$ cat config.mk
export PLATFORM = sky130hd
export DESIGN_NAME = circular_deque_engine_core
export DESIGN_NICKNAME = d
export VERILOG_FILES = /design/src/rtl/cdq_pkg.sv /design/src/rtl/cdq_ram.sv /design/src/rtl/circular_deque_engine_core.sv
export SDC_FILE = /design/constraint.sdc
export NUM_CORES = 1
export LEC_CHECK = 0
export BUFFER_PORTS_ARGS = -buffer_cell sky130_fd_sc_hd__buf_2
export CAP_MARGIN = 30
export CELL_PAD_IN_SITES_DETAIL_PLACEMENT = 0
export CELL_PAD_IN_SITES_GLOBAL_PLACEMENT = 2
export CORE_ASPECT_RATIO = 1.25
export CORE_MARGIN = 5
export CORE_UTILIZATION = 35
export DETAILED_ROUTE_END_ITERATION = 10
export PLACE_DENSITY = 0.75
export SYNTH_ARGS = -nofsm -noshare
export SYNTH_HDL_FRONTEND = slang
export SYNTH_SLANG_ARGS = --single-unit
$ cat constraint.sdc
create_clock -name clk_i -period 5.5 [get_ports clk_i]
set_input_delay 0.275 -clock clk_i [delete_from_list [all_inputs] [get_ports clk_i]]
set_output_delay 0.275 -clock clk_i [all_outputs]
set_load 0.01 [all_outputs]
$ cat src/rtl/cdq_pkg.sv
`default_nettype none

package cdq_pkg;

  // operation codes carried on the input tuser
  typedef enum logic [1:0] {
    CMD_PUSH_FRONT = 2'd0,
    CMD_PUSH_BACK  = 2'd1,
    CMD_POP_FRONT  = 2'd2,
    CMD_POP_BACK   = 2'd3
  } cmd_e;

  // result status codes carried on the output tuser
  typedef enum logic [1:0] {
    STAT_OK        = 2'd0,
    STAT_OVERFLOW  = 2'd1,
    STAT_UNDERFLOW = 2'd2
  } status_e;

  localparam int unsigned ValueWidth   = 32;
  localparam int unsigned OutDataWidth = 40;

endpackage

`default_nettype wire

$ cat src/rtl/cdq_ram.sv
`default_nettype none

module cdq_ram #(
  parameter int unsigned WIDTH = 32,
  parameter int unsigned DEPTH = 8
) (
  input  wire logic                     clk_i,
  input  wire logic                     we_i,
  input  wire logic [$clog2(DEPTH)-1:0] waddr_i,
  input  wire logic [WIDTH-1:0]         wdata_i,
  input  wire logic                     re_i,
  input  wire logic [$clog2(DEPTH)-1:0] raddr_i,
  output logic      [WIDTH-1:0]         rdata_o
);

  logic [WIDTH-1:0] mem_q [DEPTH];

  always_ff @(posedge clk_i) begin
    if (we_i) begin
      mem_q[waddr_i] <= wdata_i;
    end
    if (re_i) begin
      rdata_o <= mem_q[raddr_i];
    end
  end

endmodule

`default_nettype wire

$ cat src/rtl/circular_deque_engine_core.sv
`default_nettype none

// double-ended queue of DEPTH signed 32-bit entries in a circular ram
// input stream: s_axis_tuser carries the operation (push front, push back,
//   pop front, pop back), s_axis_tdata the value to push (ignored on pops)
// output stream: one result transfer per input transfer, in order;
//   tdata holds the popped value and the empty/full flags after the
//   operation, tuser the status (ok, overflow, underflow)
// a push or a rejected operation is registered straight into the output
//   register; a pop that returns data is read first into the registered
//   read port of the slot ram, then moved into the output register
// pushes and rejects pass at one item per cycle while results are taken; a
//   pop with data blocks input until its result is in the output register;
//   a new input is taken while the previous result waits, as long as the output register is taken in that cycle
// a push to a full deque leaves it unchanged and reports overflow; a pop
//   from an empty deque reports underflow with a zero value
// reset: the deque comes up empty with both pointers at slot zero; the ram
//   itself is not cleared and no slot is read before it is written
// receiver stall: the result stays in the output register and
//   s_axis_tready drops until it is taken
module circular_deque_engine_core #(
  parameter int unsigned DEPTH = 8
) (
  input  wire logic        clk_i,
  input  wire logic        rst_ni,
  input  wire logic        s_axis_tvalid,
  output logic             s_axis_tready,
  input  wire logic [31:0] s_axis_tdata,   // push_value[31:0]
  input  wire logic [1:0]  s_axis_tuser,   // cmd[1:0]
  output logic             m_axis_tvalid,
  input  wire logic        m_axis_tready,
  output logic [cdq_pkg::OutDataWidth-1:0] m_axis_tdata, // pop_value[31:0], is_empty, is_full,
                                                         // zero pad
  output logic [1:0]       m_axis_tuser    // status[1:0]
);

  localparam int unsigned IdxW = $clog2(DEPTH);
  localparam logic [IdxW-1:0] LastIdx = IdxW'(DEPTH - 1);

  typedef enum logic {
    ST_IDLE,
    ST_READ
  } state_e;

  state_e state_q;

  // pointers and empty marker
  logic [IdxW-1:0] head_q, head_d;
  logic [IdxW-1:0] tail_q, tail_d;
  logic            empty_q, empty_d;

  // output register
  logic                                  out_valid_q;
  logic signed [cdq_pkg::ValueWidth-1:0] pop_value_q;
  cdq_pkg::status_e                      status_q;
  logic                                  is_empty_q;
  logic                                  is_full_q;

  // ram access
  logic                           ram_we;
  logic [IdxW-1:0]                ram_waddr;
  logic                           ram_re;
  logic [IdxW-1:0]                ram_raddr;
  logic [cdq_pkg::ValueWidth-1:0] ram_rdata;

  cdq_pkg::cmd_e    cmd;
  cdq_pkg::status_e status_d;
  logic             in_xfer;
  logic             is_push;
  logic             full_now;
  logic             full_next;
  logic             need_read;

  function automatic logic [IdxW-1:0] wrap_inc(input logic [IdxW-1:0] i);
    wrap_inc = (i == LastIdx) ? '0 : i + IdxW'(1);
  endfunction

  function automatic logic [IdxW-1:0] wrap_dec(input logic [IdxW-1:0] i);
    wrap_dec = (i == '0) ? LastIdx : i - IdxW'(1);
  endfunction

  assign cmd     = cdq_pkg::cmd_e'(s_axis_tuser);
  assign is_push = (cmd == cdq_pkg::CMD_PUSH_FRONT) || (cmd == cdq_pkg::CMD_PUSH_BACK);

  // one item in flight: new input only when idle and the output slot frees up
  assign s_axis_tready = (state_q == ST_IDLE) && (!out_valid_q || m_axis_tready);
  assign in_xfer       = s_axis_tvalid && s_axis_tready;

  assign full_now = !empty_q && (wrap_inc(tail_q) == head_q);

  // next pointer state and slot access for the accepted operation
  always_comb begin
    head_d    = head_q;
    tail_d    = tail_q;
    empty_d   = empty_q;
    status_d  = cdq_pkg::STAT_OK;
    ram_we    = 1'b0;
    ram_waddr = '0;
    ram_re    = 1'b0;
    ram_raddr = head_q;
    need_read = 1'b0;
    if (in_xfer) begin
      if (is_push) begin
        if (full_now) begin
          status_d = cdq_pkg::STAT_OVERFLOW;
        end else if (empty_q) begin
          // first entry always lands in slot zero
          head_d    = '0;
          tail_d    = '0;
          empty_d   = 1'b0;
          ram_we    = 1'b1;
          ram_waddr = '0;
        end else if (cmd == cdq_pkg::CMD_PUSH_FRONT) begin
          head_d    = wrap_dec(head_q);
          ram_we    = 1'b1;
          ram_waddr = wrap_dec(head_q);
        end else begin
          tail_d    = wrap_inc(tail_q);
          ram_we    = 1'b1;
          ram_waddr = wrap_inc(tail_q);
        end
      end else begin
        if (empty_q) begin
          status_d = cdq_pkg::STAT_UNDERFLOW;
        end else begin
          need_read = 1'b1;
          ram_re    = 1'b1;
          ram_raddr = (cmd == cdq_pkg::CMD_POP_FRONT) ? head_q : tail_q;
          if (head_q == tail_q) begin
            // last entry leaves, pointers go home
            head_d  = '0;
            tail_d  = '0;
            empty_d = 1'b1;
          end else if (cmd == cdq_pkg::CMD_POP_FRONT) begin
            head_d = wrap_inc(head_q);
          end else begin
            tail_d = wrap_dec(tail_q);
          end
        end
      end
    end
  end

  assign full_next = !empty_d && (wrap_inc(tail_d) == head_d);

  cdq_ram #(
    .WIDTH (cdq_pkg::ValueWidth),
    .DEPTH (DEPTH)
  ) u_slot_ram (
    .clk_i   (clk_i),
    .we_i    (ram_we),
    .waddr_i (ram_waddr),
    .wdata_i (s_axis_tdata),
    .re_i    (ram_re),
    .raddr_i (ram_raddr),
    .rdata_o (ram_rdata)
  );

  // control state, pointers and the output register
  always_ff @(posedge clk_i or negedge rst_ni) begin
    if (!rst_ni) begin
      state_q     <= ST_IDLE;
      head_q      <= '0;
      tail_q      <= '0;
      empty_q     <= 1'b1;
      out_valid_q <= 1'b0;
      pop_value_q <= '0;
      status_q    <= cdq_pkg::STAT_OK;
      is_empty_q  <= 1'b1;
      is_full_q   <= 1'b0;
    end else begin
      head_q  <= head_d;
      tail_q  <= tail_d;
      empty_q <= empty_d;
      unique case (state_q)
        ST_IDLE: begin
          if (in_xfer && !need_read) begin
            out_valid_q <= 1'b1;
            pop_value_q <= '0;
            status_q    <= status_d;
            is_empty_q  <= empty_d;
            is_full_q   <= full_next;
          end else begin
            // held result leaves once the receiver takes it
            if (out_valid_q && m_axis_tready) begin
              out_valid_q <= 1'b0;
            end
            if (in_xfer) begin
              // result waits for the ram read
              state_q <= ST_READ;
            end
          end
        end
        ST_READ: begin
          // pointers already moved, flags come from the updated state
          state_q     <= ST_IDLE;
          out_valid_q <= 1'b1;
          pop_value_q <= ram_rdata;
          status_q    <= cdq_pkg::STAT_OK;
          is_empty_q  <= empty_q;
          is_full_q   <= full_now;
        end
        default: begin
          state_q     <= ST_IDLE;
          out_valid_q <= 1'b0;
        end
      endcase
    end
  end

  assign m_axis_tvalid = out_valid_q;
  assign m_axis_tdata  = {6'b0, is_full_q, is_empty_q, pop_value_q};
  assign m_axis_tuser  = status_q;

`ifndef ASSERT_OFF
  // an empty deque always has both pointers parked at slot zero
  a_empty_home: assert property (@(posedge clk_i) disable iff (!rst_ni)
    empty_q |-> (head_q == '0) && (tail_q == '0))
    else $error("empty deque with pointers away from slot zero");

  // the output register is free while a pop read is pending
  a_read_slot_free: assert property (@(posedge clk_i) disable iff (!rst_ni)
    (state_q == ST_READ) |-> !out_valid_q)
    else $error("pending pop read collides with a held result");

  // a pop that returns data goes through the read state
  a_pop_reads: assert property (@(posedge clk_i) disable iff (!rst_ni)
    (in_xfer && !is_push && !empty_q) |=> (state_q == ST_READ))
    else $error("pop with data did not wait for the ram read");

  // underflow only ever reported on an empty deque
  a_underflow_empty: assert property (@(posedge clk_i) disable iff (!rst_ni)
    (out_valid_q && (status_q == cdq_pkg::STAT_UNDERFLOW)) |-> is_empty_q)
    else $error("underflow reported while deque holds entries");

  // overflow only ever reported on a full deque
  a_overflow_full: assert property (@(posedge clk_i) disable iff (!rst_ni)
    (out_valid_q && (status_q == cdq_pkg::STAT_OVERFLOW)) |-> is_full_q)
    else $error("overflow reported while deque has room");
`endif

endmodule

`default_nettype wire

; ---- Yosys cells after proc, flatten, opt, wreduce, memory -nomap -nowiden
; Memory sizes are Yosys's and may differ from the RTL's. A register that Yosys moved wholly into a read port is not among the register bits.
; Index checks and enable logic that the tools add are counted.
[totals]
ff_bits = 45
latch_bits = 0
mem_bits_rw = 256
romBits = 0
in_bits = 38
out_inout_bits = 44
mem_count = 1
[memory_table]
columns = name, depth, width, read_ports, rd_clocked_by_memory_dff, wr, line_no
row1 = u_slot_ram.mem_q, 8, 32, 1, 1, 1, cdq_ram.sv:16  ; logic [WIDTH-1:0] mem_q [DEPTH];
[classes]
add_sub_neg = 5
multipliers = 0
div = 0
magnitude_cmp = 0
eq_ne = 10
n_shift = 0
muxes = 61
bitwise = 1
n_reduce_logical = 15
[op_table]
columns = cell, count
row1 = 2-to-1 mux 3 bit, 30
row2 = case mux 32 bit (2 select lines), 1
row3 = 2-to-1 mux 32 bit, 1
row4 = 2-to-1 mux 1 bit, 20
row5 = adder 3 x 1 -> 3 bit (second input constant), 3
row6 = equality test 3 bit, 3
row7 = equality test 3 bit (second input constant), 3
row8 = 2-to-1 mux 2 bit, 4
row9 = case mux 1 bit (2 select lines), 4
row10 = logical AND 1 bit, 6
row11 = logical NOT 3 bit, 2
row12 = subtractor 3 x 1 -> 3 bit (second input constant), 2
row13 = logical NOT 1 bit, 4
row14 = case mux 2 bit (2 select lines), 1
row15 = inequality test 3 x 1 -> 1 bit (second input constant), 1
row16 = equality test 2 x 1 -> 1 bit (second input constant), 1
row17 = equality test 2 bit (second input constant), 1
row18 = logical NOT 2 bit, 1
row19 = logical OR 1 bit, 2
row20 = inequality test 2 x 1 -> 1 bit (second input constant), 1
row21 = inverter 1 bit, 1

; ---- Logic depth before layout (Yosys ltp)
[logic_depth]
word_depth = 13
ltp_mapped = 16

; ---- Modules after synthesis
; Synthesis repeated with hierarchy kept, for this count alone.
[hier_totals]
hier_cells = 653
hier_area_um2 = 13255.2
[by_module_without_submodules]
columns = mod, instances, cells_per_inst, area_per_inst_um2
row1 = cdq_ram, 1, 415, 10786.6
row2 = circular_deque_engine_core, 1, 238, 2468.6

; ---- Least setup slack after synthesis
; No wires, ideal clock.
[synth_timing]
kind = flip-flop to flip-flop
start = register tail_q[0]
end = memory u_slot_ram.mem_q[6][0], enable pin
setup_ns = 0.421
t_arrival_ns = 3.099
path_slack_ns = 1.979
path_stages_with_launch = 9
path_buffers = 0
path_cell_list = dfrtp_1 -> ha_1 -> ha_1 -> or3_1 -> nand4_1 -> o21a_1 -> o211ai_1 -> nand2b_1 -> nor2_1
[synth_between]
elab_chain_len = 9
[synth_rtl]
columns = item, line_no
row1 = start: declaration, circular_deque_engine_core.sv:49  ; logic [IdxW-1:0] tail_q, tail_d;
row2 = start signal: assignment, circular_deque_engine_core.sv:173  ; tail_q <= tail_d;
row3 = adder 3 x 1 -> 3 bit / equality test 3 bit (equally long branches), circular_deque_engine_core.sv:75  ; wrap_inc = (i == LastIdx) ? '0 : i + IdxW'(1);
row4 = 2-to-1 mux 3 bit *, circular_deque_engine_core.sv:75
row5 = equality test 3 bit, circular_deque_engine_core.sv:89  ; assign full_now = !empty_q && (wrap_inc(tail_q) == head_q);
row6 = logical AND 1 bit, circular_deque_engine_core.sv:89
row7 = 2-to-1 mux 1 bit, circular_deque_engine_core.sv:104  ; if (full_now) begin
row8 = 2-to-1 mux 1 bit, circular_deque_engine_core.sv:103  ; if (is_push) begin
row9 = 2-to-1 mux 1 bit, circular_deque_engine_core.sv:102  ; if (in_xfer) begin
row10 = 2-to-1 mux 1 bit, cdq_ram.sv:19  ; if (we_i) begin
row11 = 2-to-1 mux 1 bit (not written as such), cdq_ram.sv:20  ; mem_q[waddr_i] <= wdata_i;
row12 = end: declaration, cdq_ram.sv:16
; Mark *: on every way between the ends. The rest lies on a longest branch, timed or not.

; ---- Worst setup path in the final report
[layout_timing]
start = register tail_q[1]
end = register is_full_q
[layout_between]
elab_chain_len = 13
[layout_rtl]
columns = item, line_no
row1 = "adder 3 x 1 -> 3 bit, or another cell as far along", circular_deque_engine_core.sv:75
row2 = "2-to-1 mux 3 bit, on equally long branches", "circular_deque_engine_core.sv:75, circular_deque_engine_core.sv:79"
row3 = "equality test 3 bit, or another cell as far along", circular_deque_engine_core.sv:89
row4 = "logical AND 1 bit, or another cell as far along", circular_deque_engine_core.sv:89
row5 = "2-to-1 mux 3 bit, on equally long branches", "circular_deque_engine_core.sv:104, circular_deque_engine_core.sv:123"
row6 = 2-to-1 mux 3 bit, circular_deque_engine_core.sv:103
row7 = 2-to-1 mux 3 bit *, circular_deque_engine_core.sv:102
row8 = named net tail_d[1], circular_deque_engine_core.sv:49
row9 = adder 3 x 1 -> 3 bit / equality test 3 bit (equally long branches), circular_deque_engine_core.sv:75
row10 = 2-to-1 mux 3 bit *, circular_deque_engine_core.sv:75
row11 = equality test 3 bit *, circular_deque_engine_core.sv:144  ; assign full_next = !empty_d && (wrap_inc(tail_d) == head_d);
row12 = logical AND 1 bit *, circular_deque_engine_core.sv:144
row13 = 2-to-1 mux 1 bit *, circular_deque_engine_core.sv:177  ; if (in_xfer && !need_read) begin
row14 = case mux 1 bit (2 select lines) *, circular_deque_engine_core.sv:175  ; unique case (state_q)
row15 = end signal: assignment, circular_deque_engine_core.sv:182  ; is_full_q <= full_next;
row16 = end signal: assignment, circular_deque_engine_core.sv:201  ; is_full_q <= full_now;
row17 = end: declaration, circular_deque_engine_core.sv:57  ; logic is_full_q;
; Mark *: on every way through the listed nets, which the timed path passes. The rest lies on a longest branch. The select of a mux whose other input is x is not followed.
; A chain may end at the register's enable or synchronous reset.

==> flow_metrics.tcl <==
set metrics [dict create \
    status "complete, no violations" \
    place_inst 1293 \
    rr_worst_depth 13 \
    synth_edf_count 288 \
    yosysSeqAreaShare_pct 73.3 \
    port-buffer-count 75 \
    rows 80 \
    hold_violations 0 \
    p_switching_mw 2.23 \
    cts_buffer_depth 3 \
    cts_made_buffers 31 \
    drt-total-wl_mm 26.5 \
    worst_setup_path_end_kind "flip-flop" \
    pwr-share-seq_pct 44.1 \
    syn_to_final_growth_pct 17.3 \
    grt_pass1_wl_mm 41.4 \
    critical-path-top-delay-family "adder cells" \
    io-pin-count 82 \
    synth_cell_type_count 57 \
    clock_sinks 333 \
    setup_viol 0 \
    p_per_area_nw_per_um2 478 \
    htree_levels 1 \
    clkPwrFrac_pct 28.2 \
    drtIter0Drc 508 \
    ant_nets 0 \
    worst-path-buf-inv 0 \
    max_cap_viol_count 0 \
    cp-start-kind "flip-flop" \
    drcViolationCount 0 \
    grt_max_degree 65 \
    synth_ff_type "edfxtp_1" \
    path_common_cell "ha_1" \
    period_share_pct 63.6 \
    grt_usage_pct 12.6 \
    clockRootBuffer "clkbuf_16" \
    vias 6686 \
    post-route-min-period_ps 3500 \
    combPwrFrac_pct 27.7 \
    drive_above_1_share_pct 26.1 \
    viasPerCell 4.83 \
    fin_skew_ps 9.65 \
    slew_violations 0 \
    clock_latency_ps 560 \
    setup_tns_ps 0 \
    antenna_found_initial 1 \
    min_path_type "in -> reg" \
    syn_avg_cell_area_um2 17.8 \
    worstMarginPinSlew_ps 918 \
    finalPower_mw 7.47 \
    internal-power_mw 5.24 \
    start_util_pct 35.1 \
    die_h_um 228 \
    hpwl_mm 16.3 \
    dieArea_um2 42100 \
    hold_buffers 33 \
    netlist_area_um2 13300 \
    reg2reg_slack_ps 2000 \
    clk_transition_reported_paths_ps 70 \
    maxSlewHeadroom_pct 38.8 \
    cp_data_arrival_time_ps 3970 \
    overflow 0 \
    cp_max_fo 8 \
    final_cells 1383 \
    syn_inst 751 \
    wl_per_cell_um 19.1 \
    leakagePower_nw 5.75 \
    rsz0062_at_grt "false" \
    crit_path_end "is_full_q" \
    nNetsFinal 915 \
    swShare_pct 29.8 \
    fmax_mhz 286 \
    worst-setup-path-type "reg -> reg" \
    cts_resized 0 \
    cp.depth 13 \
    cp_slowest_cell "dfrtp_1" \
    r2r_end "is_full_q" \
    vdd_ir_drop_max_uv 324 \
    cts_setup_buffers 0 \
    post-route-util_pct 41.2 \
    min_path_cells 1 \
    crit_path_cell_trace "ha_1 > ha_1 > xnor2_1 > nand4_1 > nor2_1 > nor2_1 > a2111oi_0 > a21oi_1 > ha_1 > ha_1 > xor2_1 > nand2_1 > o31ai_1" \
    coreArea_um2 37900 \
    gp_congestion 0.756 \
    die_width_um 185 \
    ys_ff_latch 333 \
    synthArstFlopShare_pct 13.5 \
    cts_tree "done" \
    first_global_vias 7027 \
    r2r-start "tail_q[1]" \
    yosysWarnings 0 \
    slowest_delay_ps 490 \
    required_ps 5970 \
    drt_pass1_iterations 5 \
    crit_start "tail_q[1]" \
]
[power groups by stage]
stage                     clock network (mW)  registers, mW  logic, mW
after detailed placement                   0           3.35       2.10
after floorplan                            0           3.31       1.55
after global placement                     0           3.35       2.09
final                                   2.11           3.29       2.07
after CTS                               2.17           3.30       2.12
after global routing                    2.26           3.33       2.29
[registers in the layout, indices dropped and copies added, names as in the netlist]
name,flops
u_slot_ram.rdata_o,32
state_q,1
pop_value_q,32
m_axis_tvalid,1
empty_q,1
head_q,3
m_axis_tuser,2
is_full_q,1
u_slot_ram.mem_q,256
tail_q,3
is_empty_q,1
[metrics by stage]
step | area [µm²] | hold slack (ps) | setup slack (ps)
2_1_floorplan | 13400 | -20.6 | 1980
3_3_place_gp | 14200 | 447 | 1990
3_5_place_dp | 14300 | 460 | 2010
4_1_cts | 15600 | 0.0953 | 2010
5_1_grt | 15600 | 20.2 | 1620
6_report | 15600 | 38.3 | 2000
[worst min-delay path by stage]
stage | to | start | slack (ps)
2_1_floorplan | head_q[0] | rst_ni | -20
3_3_place_gp | head_q[2] | rst_ni | 450
3_5_place_dp | head_q[0] | rst_ni | 460
4_1_cts | u_slot_ram.mem_q[1][19] | s_axis_tdata[19] | 0.1
5_1_grt | u_slot_ram.mem_q[1][19] | s_axis_tdata[19] | 20
6_report | u_slot_ram.mem_q[1][19] | s_axis_tdata[19] | 40
[area by class of cell]
type	instances	area [µm²]
fillers	3332	22300
repair buffers	127	896
flip-flops and latches	333	9780
clock inverters	18	170
well taps	492	616
multi-input cells	366	3320
inverters	8	30.0
diodes	1	2.50
clock buffers	38	832
[cell usage in the layout, fill, tap and decap left out, drive strengths merged, types with 13 or more instances in the layout]
master,n
mux2,33
edfxtp,288
dfrtp,43
dlygate4sd3,33
o21ai,44
nor2,22
clkbuf,38
mux2i,69
a22o,33
mux4,32
a21oi,13
nand2,50
buf,94
[synth_stat cells, types with 11 or more instances]
master,count,share of area [%]
mux2_2,33,2.8
a22o_1,33,2.2
nand2_1,49,1.4
clkbuf_1,21,0.59
dfrtp_1,43,8.1
edfxtp_1,288,65
mux2i_1,67,5.0
o21ai_0,11,0.41
nor2_1,22,0.62
o21ai_1,28,1.1
mux4_2,32,5.4
a21oi_1,13,0.49
buf_4,11,0.62
[logic make-up (layout without fill, tap and decap cells)]
| kind of cell | Yosys count | after routing | synth area share (%) |
|---|---|---|---|
| other | 1 | 7 | 0.0281 |
| flip-flops | 333 | 333 | 73.3 |
| adder cells (fa/ha/maj) | 10 | 10 | 0.938 |
| XOR/XNOR | 8 | 8 | 0.525 |
| AND/OR/NAND/NOR | 96 | 96 | 3.28 |
| multiplexers | 134 | 134 | 13.5 |
| AO/OA/AOI/OAI | 112 | 112 | 5.77 |
| buffers and inverters | 57 | 191 | 2.64 |
[layer usage]
metal	vias to the layer above	routed length, µm	part of all wire (%)	global-route usage (%)
li1	3150	-	-	-
met1	3369	11600	44	16.6
met2	130	13400	50	21.9
met3	37	1060	4.0	1.86
met4	0	494	1.9	3.40
met5	-	0	0	0
Note: power is estimated with default switching activity, not from simulation.
